$ cat src/rtl/rae_fifo.sv
// Small command queue between the front and back parts.
// Depends on nothing; width and depth come from the instantiating module.
module rae_fifo #(
    parameter int WIDTH = 8,
    parameter int DEPTH = 4
) (
    input  logic             i_clk,
    input  logic             i_rst_n,
    input  logic             i_push,
    input  logic [WIDTH-1:0] i_data,
    input  logic             i_pop,
    output logic [WIDTH-1:0] o_head,
    output logic             o_empty,
    output logic             o_full
);
    localparam int PW = (DEPTH > 1) ? $clog2(DEPTH) : 1;
    localparam int CW = $clog2(DEPTH + 1);

    logic [WIDTH-1:0] r_slot [DEPTH];
    logic [PW-1:0]    r_wr_ptr, r_rd_ptr;
    logic [CW-1:0]    r_count;

    assign o_empty = (r_count == '0);
    assign o_full  = (r_count == CW'(DEPTH));
    assign o_head  = r_slot[r_rd_ptr];

    // pointers wrap at the queue depth
    always_ff @(posedge i_clk) begin
        if (!i_rst_n) begin
            r_wr_ptr <= '0;
            r_rd_ptr <= '0;
            r_count  <= '0;
        end else begin
            if (i_push) begin
                r_wr_ptr <= (r_wr_ptr == PW'(DEPTH - 1)) ? '0 : r_wr_ptr + 1'b1;
            end
            if (i_pop) begin
                r_rd_ptr <= (r_rd_ptr == PW'(DEPTH - 1)) ? '0 : r_rd_ptr + 1'b1;
            end
            if (i_push && !i_pop) begin
                r_count <= r_count + 1'b1;
            end else if (!i_push && i_pop) begin
                r_count <= r_count - 1'b1;
            end
        end
    end

    // payload storage
    always_ff @(posedge i_clk) begin
        if (i_push) begin
            r_slot[r_wr_ptr] <= i_data;
        end
    end
endmodule

$ cat config.mk
export PLATFORM = sky130hd
export DESIGN_NAME = rae_fifo
export DESIGN_NICKNAME = d
export VERILOG_FILES = /design/src/rtl/rae_fifo.sv
export SDC_FILE = /design/constraint.sdc
export NUM_CORES = 1
export LEC_CHECK = 0
export BUFFER_PORTS_ARGS = -buffer_cell sky130_fd_sc_hd__buf_2
export CORE_ASPECT_RATIO = 0.8
export CORE_UTILIZATION = 50
export CTS_BUF_LIST = sky130_fd_sc_hd__clkbuf_16
export CTS_CLUSTER_SIZE = 12
export DETAILED_ROUTE_END_ITERATION = 8
export GPL_TIMING_DRIVEN = 1
export MAX_ROUTING_LAYER = met4
export PLACE_DENSITY = 0.74
export SLEW_MARGIN = 20
export SYNTH_ARGS = -nofsm -noshare
export SYNTH_HDL_FRONTEND = slang
export SYNTH_SLANG_ARGS = --single-unit
$ cat constraint.sdc
create_clock -name i_clk -period 1.69 [get_ports i_clk]
set_input_delay 0.507 -clock i_clk [delete_from_list [all_inputs] [get_ports i_clk]]
set_output_delay 0.507 -clock i_clk [all_outputs]
set_load 0.03 [all_outputs]
After elaboration in Yosys (flattened, before gate mapping)
Memories as Yosys holds them, arrays and structs flattened. A register that Yosys moved wholly into a read port is not among the register bits.
Cells that the tools add are included.
{"block": "op_classes", "add_sub_neg": 4, "n_reduce_logical": 6, "n_eq_ne": 3, "n_mux": 8}
{"cell": "$mux 2", "n": 4}
{"cell": "$mux 3", "n": 2}
{"cell": "$add 2x1->2 const B", "n": 2}
{"cell": "$eq 2x2->1 const B", "n": 2}
{"cell": "$add 3x1->3 const B", "n": 1}
{"cell": "$eq 3x3->1 const B", "n": 1}
{"cell": "$logic_not 3->1", "n": 1}
{"cell": "$sub 3x1->3 const B", "n": 1}
{"cell": "$logic_and 1x1->1", "n": 2}
{"cell": "$logic_not 1->1", "n": 2}
{"cell": "$mux 1", "n": 2}
{"cell": "$reduce_bool 2->1", "n": 1}
{"block": "word_totals", "ramBits": 32, "output_inout_bits": 10, "word_cells": 25, "mem_count": 1, "inputBits": 12, "reg_bits": 7}
{"name": "r_slot", "depth": 4, "width": 8, "read_ports": 1, "rd_ports_with_merged_regs": 1, "wr": 1, "line": "19", "source": "logic [WIDTH-1:0] r_slot [DEPTH];"}

Depth between registers and ports, before layout
{"block": "logic_depth", "ltp_word": 4, "mapped_depth": 7, "depth_no_buf": 7}

Worst setup path after synthesis
OpenSTA, ideal clock, no wires.
{"block": "synth_path", "kind": "input -> register", "start": "input i_pop", "end": "register r_count[2]", "path_stages": 7, "t_arrival_ns": 1.700, "setup_time_ns": 0.070, "n_path_buf": 0, "slack_ns": -0.080, "required_ns": 1.620, "cell_sequence": "inv_1 > ha_1 > inv_1 > fa_1 > xor2_1 > or3_1 > a21boi_1"}
{"block": "synth_via", "elab_chain_len": 3, "word_cells_on_any_way": 5, "classes_between": "mux (1); reduce/logical (4)"}
{"item": "start: declaration", "line": "11", "source": "input logic i_pop,"}
{"item": "$logic_not 1->1", "line": "40", "source": "if (i_push && !i_pop) begin"}
{"item": "$logic_and 1x1->1", "line": "40"}
{"item": "$mux 3 / $reduce_bool 2->1 (equally long branches)"}
{"item": "end signal: assignment", "line": "41", "source": "r_count <= r_count + 1'b1;"}
{"item": "end signal: assignment", "line": "43", "source": "r_count <= r_count - 1'b1;"}
{"item": "end: declaration", "line": "21", "source": "logic [CW-1:0] r_count;"}
Several ways; a longest one is shown, not always the timed one.
A chain may end at the register's enable or synchronous reset.

==> flow_metrics.tcl <==
set metrics [dict create \
    clockRootBuffer "clkbuf_16" \
    wl_per_cell_um 15.0 \
    diodes 0 \
    antenna_found_initial 0 \
    cts_tree "done" \
    ys_ff_latch 41 \
    route.detailed.drc 0 \
    p_switching_w 0.000582 \
    max_freq_ghz 0.519 \
    min_path_type "in2reg" \
    synth_cell_types 20 \
    syn_area_mm2 0.00162 \
    cts_hold_buf 0 \
    grt_pass1_wl_mm 3.91 \
    critical_path.max_fanout 8 \
    cp.required_ps 1180 \
    critical_path_class "reg2out" \
    synth.avg_cell_area_um2 18.8 \
    r2r.worst_path.cells 4 \
    slew_viol_final 0 \
    pre_cts_ws_ps -215 \
    p_int_w 0.00202 \
    dieArea_mm2 0.00346 \
    ys_warn_count 0 \
    async_flop_share 0 \
    finalCriticalPeriod_ps 1930 \
    fin_tns_setup_ps -1840 \
    cts_buffers 5 \
    drt_first_pass_iters 3 \
    grt_max_degree 14 \
    final_net_count 141 \
    drive_gt1_frac 0.415 \
    vias 815 \
    n_fill_cell 205 \
    setup_violations 8 \
    clk_latency_ps 280 \
    clk_path_buf_depth 2 \
    fin_crit_sh 1.14 \
    synth_commonest_cells "32 x edfxtp_1, 9 x dfxtp_1, 8 x mux4_2" \
    pwr-share-seq 0.454 \
    violations "negative setup slack" \
    cts-htree-levels 2 \
    hold_violations 0 \
    ys_seq_area_frac 0.706 \
    syn_nets 105 \
    path_clk_slew_ps 60 \
    slew_headroom 0.861 \
    synth_top_area_share 0.595 \
    io_pins 22 \
    vias_per_cell 5.00 \
    hpwl_mm 1.69 \
    gr-total-overflow 0 \
    switching_share 0.224 \
    syn2layout_area_growth_pct 29.4 \
    portBuffers 21 \
    synth-edff-count 32 \
    worstPathArrival_ps 1420 \
    core-area_mm2 0.00309 \
    fp-row-count 18 \
    clockPowerShare 0.404 \
    ir_worst_vdd_mv 0.859 \
    grt_pass1_vias 834 \
    end_kind "primary output" \
    clock_sinks 41 \
    maxCapViolations 0 \
    synthFlopType "edfxtp_1" \
    min_path_cells 1 \
    pwr-share-comb 0.142 \
    powerDensity_mw_per_mm2 1240 \
    die_h_um 52.8 \
    wl_mm 2.44 \
    postRouteAntennaNets 0 \
    synthCells 86 \
    worst_setup_path_start_kind "register" \
    drt_iter0_markers 68 \
    dieWidth_um 65.5 \
    rsz0062_at_grt "true" \
    initial_utilization 0.524 \
    synth_area_leader_cell "edfxtp_1" \
    outcome "finished with violations" \
    power_w 0.00260 \
    grtUsageTotal 0.172 \
    gp_congestion 0.659 \
    setup_ws_ps -238 \
    yosys-top-cells-area "edfxtp_1 59%, dfxtp_1 11%, mux4_2 11%" \
    p_leak_nw 0.783 \
    tightest_slew_ps 209 \
    skew_ps 4.26 \
    yosysMostFrequentCell "edfxtp_1" \
]
[final timing paths]
kind              slack [ps]                       to                    start
setup reg to reg         260  r_count[2]$_SDFFE_PN0P_  r_count[0]$_SDFFE_PN0P_
setup / recovery        -240                o_head[3]                 register
hold / removal           440   r_slot[2][7]$_DFFE_PP_                i_data[7]
hold reg to reg          520  r_count[2]$_SDFFE_PN0P_  r_count[2]$_SDFFE_PN0P_
[kinds of logic after synthesis]
family                   count (synthesis)  share of synthesized area
AND/OR/NAND/NOR                         15                     0.0558
adder cells (fa/ha/maj)                  7                     0.0589
flip-flops                              41                      0.706
XOR/XNOR                                 2                     0.0108
buffers and inverters                    6                     0.0194
AO/OA/AOI/OAI                            3                     0.0124
multiplexers                            12                      0.136
[metal layers]
layer,vias to the layer above,routed length [um],global-route usage
met5,-,0,-
met4,0,55,0.109
met3,5,92,0.0543
met2,14,1190,0.259
met1,402,1100,0.203
li1,394,-,-
[stage by stage]
step           cell area (um^2)  std cells   util  hold slack (ps)
2_1_floorplan              1630         86      -              469
3_5_place_dp               1870        155  0.607              503
6_report                   2090        163  0.677              440
3_3_place_gp               1870        155  0.607              485
4_1_cts                    2090        163  0.677              439
5_1_grt                    2090        163  0.677              443
[power by group through the flow]
stage	logic, W	clock network [W]	registers [W]
2_1_floorplan	0.000226	0	0.00119
3_3_place_gp	0.000325	0	0.00120
3_5_place_dp	0.000337	0	0.00120
4_1_cts	0.000373	0.00106	0.00118
5_1_grt	0.000399	0.00110	0.00119
6_report	0.000369	0.00105	0.00118
[critical path, stage by stage, from the launching register on]
cell and delay [ps]:
dfxtp_2 340, buf_12 140, mux4_2 510, buf_6 160
[layout by cell type (no fill, tap or decap)]
cell and count:
edfxtp_1 32, buf_2 13, mux4_2 8, dfxtp_1 8, buf_6 8, buf_4 8
and2_1 5, nor2b_1 5, ha_1 5, clkbuf_16 5, mux2i_1 4, inv_1 2
nor3_1 2, buf_12 2, inv_4 1, nor3b_1 1, inv_2 1, xnor2_1 1
nor2_1 1, o21a_1 1, xor2_1 1, o21ai_0 1, or3_1 1, a21boi_1 1
fa_2 1, ha_4 1, dfxtp_2 1, clkinvlp_4 1, bufinv_16 1, clkinv_1 1
[state kept, by name, summed over array words and instances (netlist names), named ones only]
name      count
r_wr_ptr      2
r_count       3
r_rd_ptr      2
r_slot       32
[area by class of cell]
| type | count | area (um^2) | area share |
|---|---|---|---|
| Clock buffer | 5 | 125 | 0.0599 |
| Clock inverter | 3 | 41.3 | 0.0198 |
| Inverter | 4 | 17.5 | 0.00838 |
| Multi-Input combinational cell | 39 | 458 | 0.219 |
| Sequential cell | 41 | 1140 | 0.547 |
| Tap cell | 40 | 50.0 | 0.0240 |
| Timing Repair Buffer | 31 | 255 | 0.122 |
[what timing repair did]
action	4_1_cts	5_1_grt
buffers inserted	0	0
endpoints found under the setup margin	8	8
hold endpoints to repair	0	0
resized for setup	17	0
Power figures use the tool's default switching activity.
