`src/rtl/rae_pkg.sv`:
```
// Shared constants and operation codes for the range extremes sparse table block.
// Used by the front, back and top level; depends on nothing.
package rae_pkg;

    localparam int MAX_ELEMENTS = 1024;
    localparam int TABLE_LEVELS = 11;
    localparam int VALUE_BITS   = 32;
    localparam int CFG_WIDTH    = 11;
    localparam int QUEUE_DEPTH  = 4;

    typedef enum logic [1:0] {
        OP_LOAD  = 2'd0,
        OP_BUILD = 2'd1,
        OP_QUERY = 2'd2
    } t_op;

endpackage

```
`src/rtl/rae_if.sv`:
```
// Valid/ready channels for input beats and result beats.
// Standalone; field widths are fixed by the block's item format.
interface rae_in_if;
    logic               valid;
    logic               ready;
    logic [1:0]         operation;
    logic [9:0]         element_index;
    logic signed [31:0] element_value;
    logic [9:0]         range_start;
    logic [9:0]         range_end;

    modport source (output valid, operation, element_index, element_value,
                    range_start, range_end, input ready);
    modport sink   (input valid, operation, element_index, element_value,
                    range_start, range_end, output ready);
endinterface


```
`src/rtl/rae_front.sv`:
```
// Front part: accepts input beats, drops ignored ones, checks query ranges and
// forms table addresses. Depends on rae_pkg and rae_in_if.
module rae_front #(
    parameter int MAX_ELEMENTS = rae_pkg::MAX_ELEMENTS,
    parameter int TABLE_LEVELS = rae_pkg::TABLE_LEVELS,
    parameter int VALUE_BITS   = rae_pkg::VALUE_BITS,
    parameter int NW           = 11,
    parameter int QW           = 8
) (
    rae_in_if.sink           i_in,
    input  logic [NW-1:0]    i_used,
    input  logic             i_full,
    output logic             o_push,
    output logic [QW-1:0]    o_item
);
    localparam int AW = $clog2(MAX_ELEMENTS);
    localparam int LW = $clog2(TABLE_LEVELS);
    localparam int MW = LW + AW;

    rae_pkg::t_op        op;
    logic                take;
    logic [NW-1:0]       l_ext, r_ext, len, b_idx;
    logic [LW-1:0]       lvl;
    logic                err;
    logic [MW-1:0]       addr_a, addr_b;
    logic [VALUE_BITS-1:0] value;

    assign i_in.ready = !i_full;
    assign op    = rae_pkg::t_op'(i_in.operation);
    assign take  = i_in.valid && !i_full;
    assign value = VALUE_BITS'($unsigned(i_in.element_value));

    // range check and level choice for queries
    always_comb begin
        l_ext = NW'(i_in.range_start);
        r_ext = NW'(i_in.range_end);
        err   = (l_ext > r_ext) || (r_ext >= i_used);
        len   = r_ext - l_ext + 1'b1;
        lvl   = '0;
        for (int k = 1; k < TABLE_LEVELS; k++) begin
            if ((NW'(1) << k) <= len) begin
                lvl = LW'(k);
            end
        end
        b_idx = r_ext + 1'b1 - (NW'(1) << lvl);
    end

    // address fields; a load carries its write address in the first slot
    always_comb begin
        case (op)
            rae_pkg::OP_LOAD: begin
                addr_a = {LW'(0), AW'(i_in.element_index)};
                addr_b = '0;
                o_push = take && (NW'(i_in.element_index) < NW'(MAX_ELEMENTS));
            end
            rae_pkg::OP_BUILD: begin
                addr_a = '0;
                addr_b = '0;
                o_push = take;
            end
            rae_pkg::OP_QUERY: begin
                addr_a = {lvl, AW'(l_ext)};
                addr_b = {lvl, AW'(b_idx)};
                o_push = take;
            end
            default: begin
                addr_a = '0;
                addr_b = '0;
                o_push = 1'b0;
            end
        endcase
    end

    assign o_item = {i_in.operation, err, value, addr_a, addr_b};
endmodule

```
`src/flat_wrapper.sv`:
```
// flat-port wrapper written by rule: the top's interface ports become plain ports
module rae_front_flat 
#(
    parameter int MAX_ELEMENTS = rae_pkg::MAX_ELEMENTS,
    parameter int TABLE_LEVELS = rae_pkg::TABLE_LEVELS,
    parameter int VALUE_BITS   = rae_pkg::VALUE_BITS,
    parameter int NW           = 11,
    parameter int QW           = 8
)
  (i_used, i_full, o_push, o_item, i_in_valid, i_in_operation, i_in_element_index, i_in_element_value, i_in_range_start, i_in_range_end, i_in_ready);
  rae_in_if i_in_i ();
  input  logic [NW-1:0] i_used;
  input  logic i_full;
  output logic o_push;
  output logic [QW-1:0] o_item;
  input wire logic [$bits(i_in_i.valid)-1:0] i_in_valid;
  input wire logic [$bits(i_in_i.operation)-1:0] i_in_operation;
  input wire logic [$bits(i_in_i.element_index)-1:0] i_in_element_index;
  input wire logic [$bits(i_in_i.element_value)-1:0] i_in_element_value;
  input wire logic [$bits(i_in_i.range_start)-1:0] i_in_range_start;
  input wire logic [$bits(i_in_i.range_end)-1:0] i_in_range_end;
  output wire logic [$bits(i_in_i.ready)-1:0] i_in_ready;
  assign i_in_i.valid = i_in_valid;
  assign i_in_i.operation = i_in_operation;
  assign i_in_i.element_index = i_in_element_index;
  assign i_in_i.element_value = i_in_element_value;
  assign i_in_i.range_start = i_in_range_start;
  assign i_in_i.range_end = i_in_range_end;
  assign i_in_ready = i_in_i.ready;
  rae_front #(.MAX_ELEMENTS(MAX_ELEMENTS), .TABLE_LEVELS(TABLE_LEVELS), .VALUE_BITS(VALUE_BITS), .NW(NW), .QW(QW)) u_core (.i_in(i_in_i), .i_used(i_used), .i_full(i_full), .o_push(o_push), .o_item(o_item));
endmodule
```
`config.mk`:
```
export PLATFORM = sky130hd
export DESIGN_NAME = rae_front_flat
export DESIGN_NICKNAME = d
export VERILOG_FILES = /design/src/rtl/rae_pkg.sv /design/src/rtl/rae_if.sv /design/src/rtl/rae_front.sv /design/src/flat_wrapper.sv
export SDC_FILE = /design/constraint.sdc
export NUM_CORES = 1
export LEC_CHECK = 0
export BUFFER_PORTS_ARGS = -buffer_cell sky130_fd_sc_hd__buf_2
export CAP_MARGIN = 20
export CORE_ASPECT_RATIO = 0.7
export CORE_MARGIN = 2
export CORE_UTILIZATION = 44
export DETAILED_ROUTE_END_ITERATION = 8
export GPL_TIMING_DRIVEN = 0
export PLACE_DENSITY = 0.94
export SLEW_MARGIN = 10
export SYNTH_ARGS = -nofsm -noshare
export SYNTH_HDL_FRONTEND = slang
export SYNTH_SLANG_ARGS = --single-unit
```
`constraint.sdc`:
```
create_clock -name vclk -period 6.6
set_input_delay 0.66 -clock vclk [all_inputs]
set_output_delay 0.66 -clock vclk [all_outputs]
set_load 0.02 [all_outputs]
```
After elaboration in Yosys (flattened, before gate mapping)
Cells that the tools add are included.
W data, S select, Z words.
Word-level totals
  memory bits (read-only): 0
  register bits: 0
  bits of input ports: 77
  logic and storage cells: 33
  output and inout bits: 10
  memories kept: 0
  bits in latches: 0
  bits in writable memories: 0
Operators by class
  div/mod/pow operators: 0
  multiplexer cells: 12
  shift-type cells: 1
  multipliers: 0
  reduce and logical (&&, ||, !) cells: 4
  bitwise logic cells: 0
  $add $sub $neg: 4
  eq/ne operators: 2
  magnitude comparators: 10
Operators by type and width (number)
  $mux W4: 9
  $add A11 B1 Y11 const B: 1
  $le A10 B11 Y1 const A: 1
  $le A11 B11 Y1 const A: 1
  $le A2 B11 Y1 const A: 1
  $le A3 B11 Y1 const A: 1
  $le A4 B11 Y1 const A: 1
  $le A5 B11 Y1 const A: 1
  $le A6 B11 Y1 const A: 1
  $le A7 B11 Y1 const A: 1
  $le A8 B11 Y1 const A: 1
  $le A9 B11 Y1 const A: 1
  $sub A10 B10 Y11: 1
  $add A8 B1 Y8 const B: 1
  $mux W8: 1
  $shl A1 B4 Y8 const A: 1
  $sub A8 B8 Y8: 1
  $reduce_or A3 Y1: 1
  $eq A2 B1 Y1 const B: 1
  $eq A2 B2 Y1 const B: 1
  $logic_not A2 Y1: 1
  $mux W1: 2
  $logic_and A1 B1 Y1: 1
  $logic_not A1 Y1: 1

Longest topological paths before layout
  word-level depth: 16
  mapped depth: 23
  depth with buffers taken out: 22

Least setup slack after synthesis
OpenSTA, ideal clock, no wires.
  path kind: in2out
  start point: input i_in_range_end[1]
  end point: output o_item[7]
  stages: 23
  path slack: 0.963 ns
  arrival time: 4.977 ns
  cells stage by stage: inv_1 ha_1 inv_1 ha_1 fa_1 buf_2 a211oi_4 nor3_2 a2111oi_4 xnor2_1 nor3_2 and4_1 ha_1 inv_1 ha_1 inv_1 fa_1 nor2b_1 o21a_1 o21ai_1 mux2i_1 or3_1 mux2i_1
On the way
  word-level cells in the longest chain between the ends: 16
Ends and longest elaborated chain
  start: declaration: RTL line flat_wrapper.sv:21  | input wire logic [$bits(i_in_i.range_end)-1:0] i_in_range_end;
  $sub A10 B10 Y11: RTL line rae_front.sv:38  | len = r_ext - l_ext + 1'b1;
  $add A11 B1 Y11: RTL line rae_front.sv:38
  $le A2 B11 Y1: RTL line rae_front.sv:41  | if ((NW'(1) << k) <= len) begin
  $mux W1: RTL line rae_front.sv:41
  $mux W4 (9 in series): RTL line rae_front.sv:41
  $shl A1 B4 Y8: RTL line rae_front.sv:45  | b_idx = r_ext + 1'b1 - (NW'(1) << lvl);
  $sub A8 B8 Y8 *: RTL line rae_front.sv:45
  $mux W8 *: RTL line rae_front.sv:50  | case (op)
  end: declaration: RTL line flat_wrapper.sv:15  | output logic [QW-1:0] o_item;
Every way passes the cells marked *; elsewhere a longest branch is shown, timed or not.

Final worst setup path
Ends and elaborated chain as after synthesis.

==> metrics.md <==
| Metric | Value |
|---|---|
| Largest family of logic cells by synthesized area | adder cells |
| Final instance area | 1430 µm² |
| Global-route wire length before repair | 4060 µm |
| Width of the die | 66.8 µm |
| Final Routed Wirelength | 2570 µm |
| Post-route insts no fill | 222 |
| Hold buffers post-CTS | 0 |
| PortBufs | 34 |
| Leakage power total | 0.769 nW |
| Actual slew at the worst max-slew pin | 0.468 ns |
| GRT overflow | 0 |
| P&R area growth vs syn | 17.5% |
| # resized after CTS | 0 |
| Inst Count DP | 222 |
| Post-DP HPWL | 2210 µm |
| Proportion of layout cells with a drive suffix above 1 | 22.9% |
| Final Hold Fails | 0 |
| Setup TNS | 0 ns |
| Starting Density | 48.0% |
| Worst-path maximum fanout | 7 |
| Max_cap viols | 0 |
| Layout net count | 301 |
| Total power | 0.160 mW |
| Die height | 48.0 µm |
| Worst EP required | 5.94 ns |
| DR pass1 iterations | 5 |
| Commonest non-fill, non-tap cell in the layout | buf_2 |
| Setup WS post-layout | 0.526 ns |
| Number of library cell types mapped by synthesis | 40 |
| Setup crit start kind | input pin |
| Status | finished clean |
| Final Critical Period | 6.07 ns |
| Slew margin rel. | 68.6% |
| Yosys warns | 0 |
| Hold Crit Endpoint | i_in_ready |
| Compound-Gate Fraction of Synth Area | 20.1% |
| Max Freq | 165 MHz |
| GRT Total Usage | 16.0% |
| Clkbuf count | 0 |
| Area after DPL | 1430 µm² |
| Pwr dens | 112 nW/µm² |
| Count of pins over their slew limit | 0 |
| Num rows | 15 |
| CP arrival | 5.41 ns |
| Unrepaired setup endpoints after global routing | false |
| Worst Hold Depth | 3 |
| Avg Cell Area, Syn | 7.90 µm² |
| DR WL/cell | 11.6 µm |
| Setup Viol. Count Final | 0 |
| Place WS | 0.567 ns |
| CP Capture Type | output pin |
| Syn nets | 265 |
| Vias in the first global route | 971 |
| I/O pins | 87 |
| Final period utilization | 92.0% |
| HP Start | i_full |
| Seq/Total Area, Yosys | 0% |
| Via/cell ratio | 5.21 |
| Post-Syn Area | 1220 µm² |
| Initial antenna violation count | 0 |
| Adder-Cell Fraction of Synth Area | 36.2% |
| Post-route DRC violation count | 0 |
| Worst Hold Class | in -> out |
| Critical path type | in -> out |
| DR iter-0 viols | 71 |
| Routed Antenna Nets | 0 |
| Xor/xnor share of the synthesized area | 7.20% |
| Commonest non-fill, non-tap cells in the layout | 35 x buf_2, 32 x ha_1, 19 x inv_1 |
| Reg area | 0 µm² |
| Antenna cells | 0 |
| Synth Area in Simple Gates | 23.9% |
| Gpl congestion | 0.807 |
| Post-CTS Setup Bufs | 0 |
| Core area | 2530 µm² |
| Largest net degree at the start of global routing | 9 |
| VDD IR-drop max | 50.5 µV |
| Via count | 1,157 |
| Seq_cells | 0 |
| Cell count after synthesis | 154 |
| Critical Path Start | i_in_range_end[1] |
| Multiplexer area fraction after synthesis | 4.22% |
| Die area | 3210 µm² |
## synth_stat cells (3+ instances only)
| cell type | n | area [µm²] |
|---|---|---|
| inv_1 | 19 | 71.3 |
| a21o_1 | 6 | 45.0 |
| xnor2_1 | 5 | 43.8 |
| o21ai_0 | 4 | 20.0 |
| ha_1 | 32 | 400 |
| nand3_1 | 3 | 15.0 |
| nor3_1 | 5 | 25.0 |
| and2_1 | 3 | 18.8 |
| a21oi_1 | 12 | 60.1 |
| nor2_1 | 7 | 26.3 |
| xor2_1 | 5 | 43.8 |
| nand2_1 | 6 | 22.5 |
| nand2b_1 | 3 | 18.8 |
| nor2b_1 | 5 | 31.3 |
| and4_1 | 3 | 26.3 |
| mux2i_1 | 4 | 40.0 |
## power breakdown
group          switching (mW)  total, mW  leakage (nW)  internal, mW
combinational          0.0899      0.160         0.769        0.0698
sequential                  0          0             0             0
clock                       0          0             0             0
total                  0.0899      0.160         0.769        0.0698
## logic make-up (layout without fill, tap and decap cells)
family / after synthesis / count (layout)
xor+xnor: 10 / 10
buf+inv: 23 / 57
fa+ha+maj: 34 / 34
compound gates: 34 / 34
mux: 5 / 5
simple gates: 48 / 48
## per-stage QoR
| step | util [%] | hold WS, ns |
|---|---|---|
| final | 56.4 | 1.58 |
| after global routing | 56.4 | 1.58 |
| after floorplan | - | 1.40 |
| after CTS | 56.4 | 1.58 |
| after detailed placement | 56.4 | 1.58 |
| after global placement | 56.4 | 1.58 |
## how the worst max path moves through the flow
stage               slack [ns]         to  cells past startpoint
floorplan                 0.96  o_item[7]                     23
global placement          0.70  o_item[7]                     25
detailed placement        0.57  o_item[7]                     25
CTS                       0.57  o_item[7]                     25
global route              0.24  o_item[7]                     25
finish                    0.53  o_item[7]                     25
## critical path, cell delays in order
cell	delay, ns
buf_2	0.07
inv_1	0.05
ha_1	0.28
inv_1	0.04
ha_1	0.23
fa_1	0.36
buf_2	0.18
a211oi_4	0.24
nor3_2	0.09
a2111oi_4	0.30
xnor2_1	0.17
nor3_2	0.38
and4_1	0.25
ha_1	0.22
inv_1	0.06
ha_1	0.16
inv_1	0.06
fa_1	0.37
nor2b_1	0.17
o21a_1	0.17
o21ai_1	0.09
mux2i_1	0.13
or3_1	0.34
mux2i_1	0.14
buf_2	0.18
## cell type report
type                            instances  area (µm²)
Inverter                               19        71.3
Buffer                                  4        31.3
Tap cell                               34        42.5
Timing Repair Buffer                   34         170
Fill cell                             246        1100
Multi-Input combinational cell        131        1110
## metal layers
layer | share of wire, % | track usage (%)
met1 | 51 | 22.5
met2 | 44 | 29.8
met3 | 4.8 | 0
met4 | 0 | 0.408
met5 | 0 | 0
No activity file was read; power rests on OpenSTA's default activity.
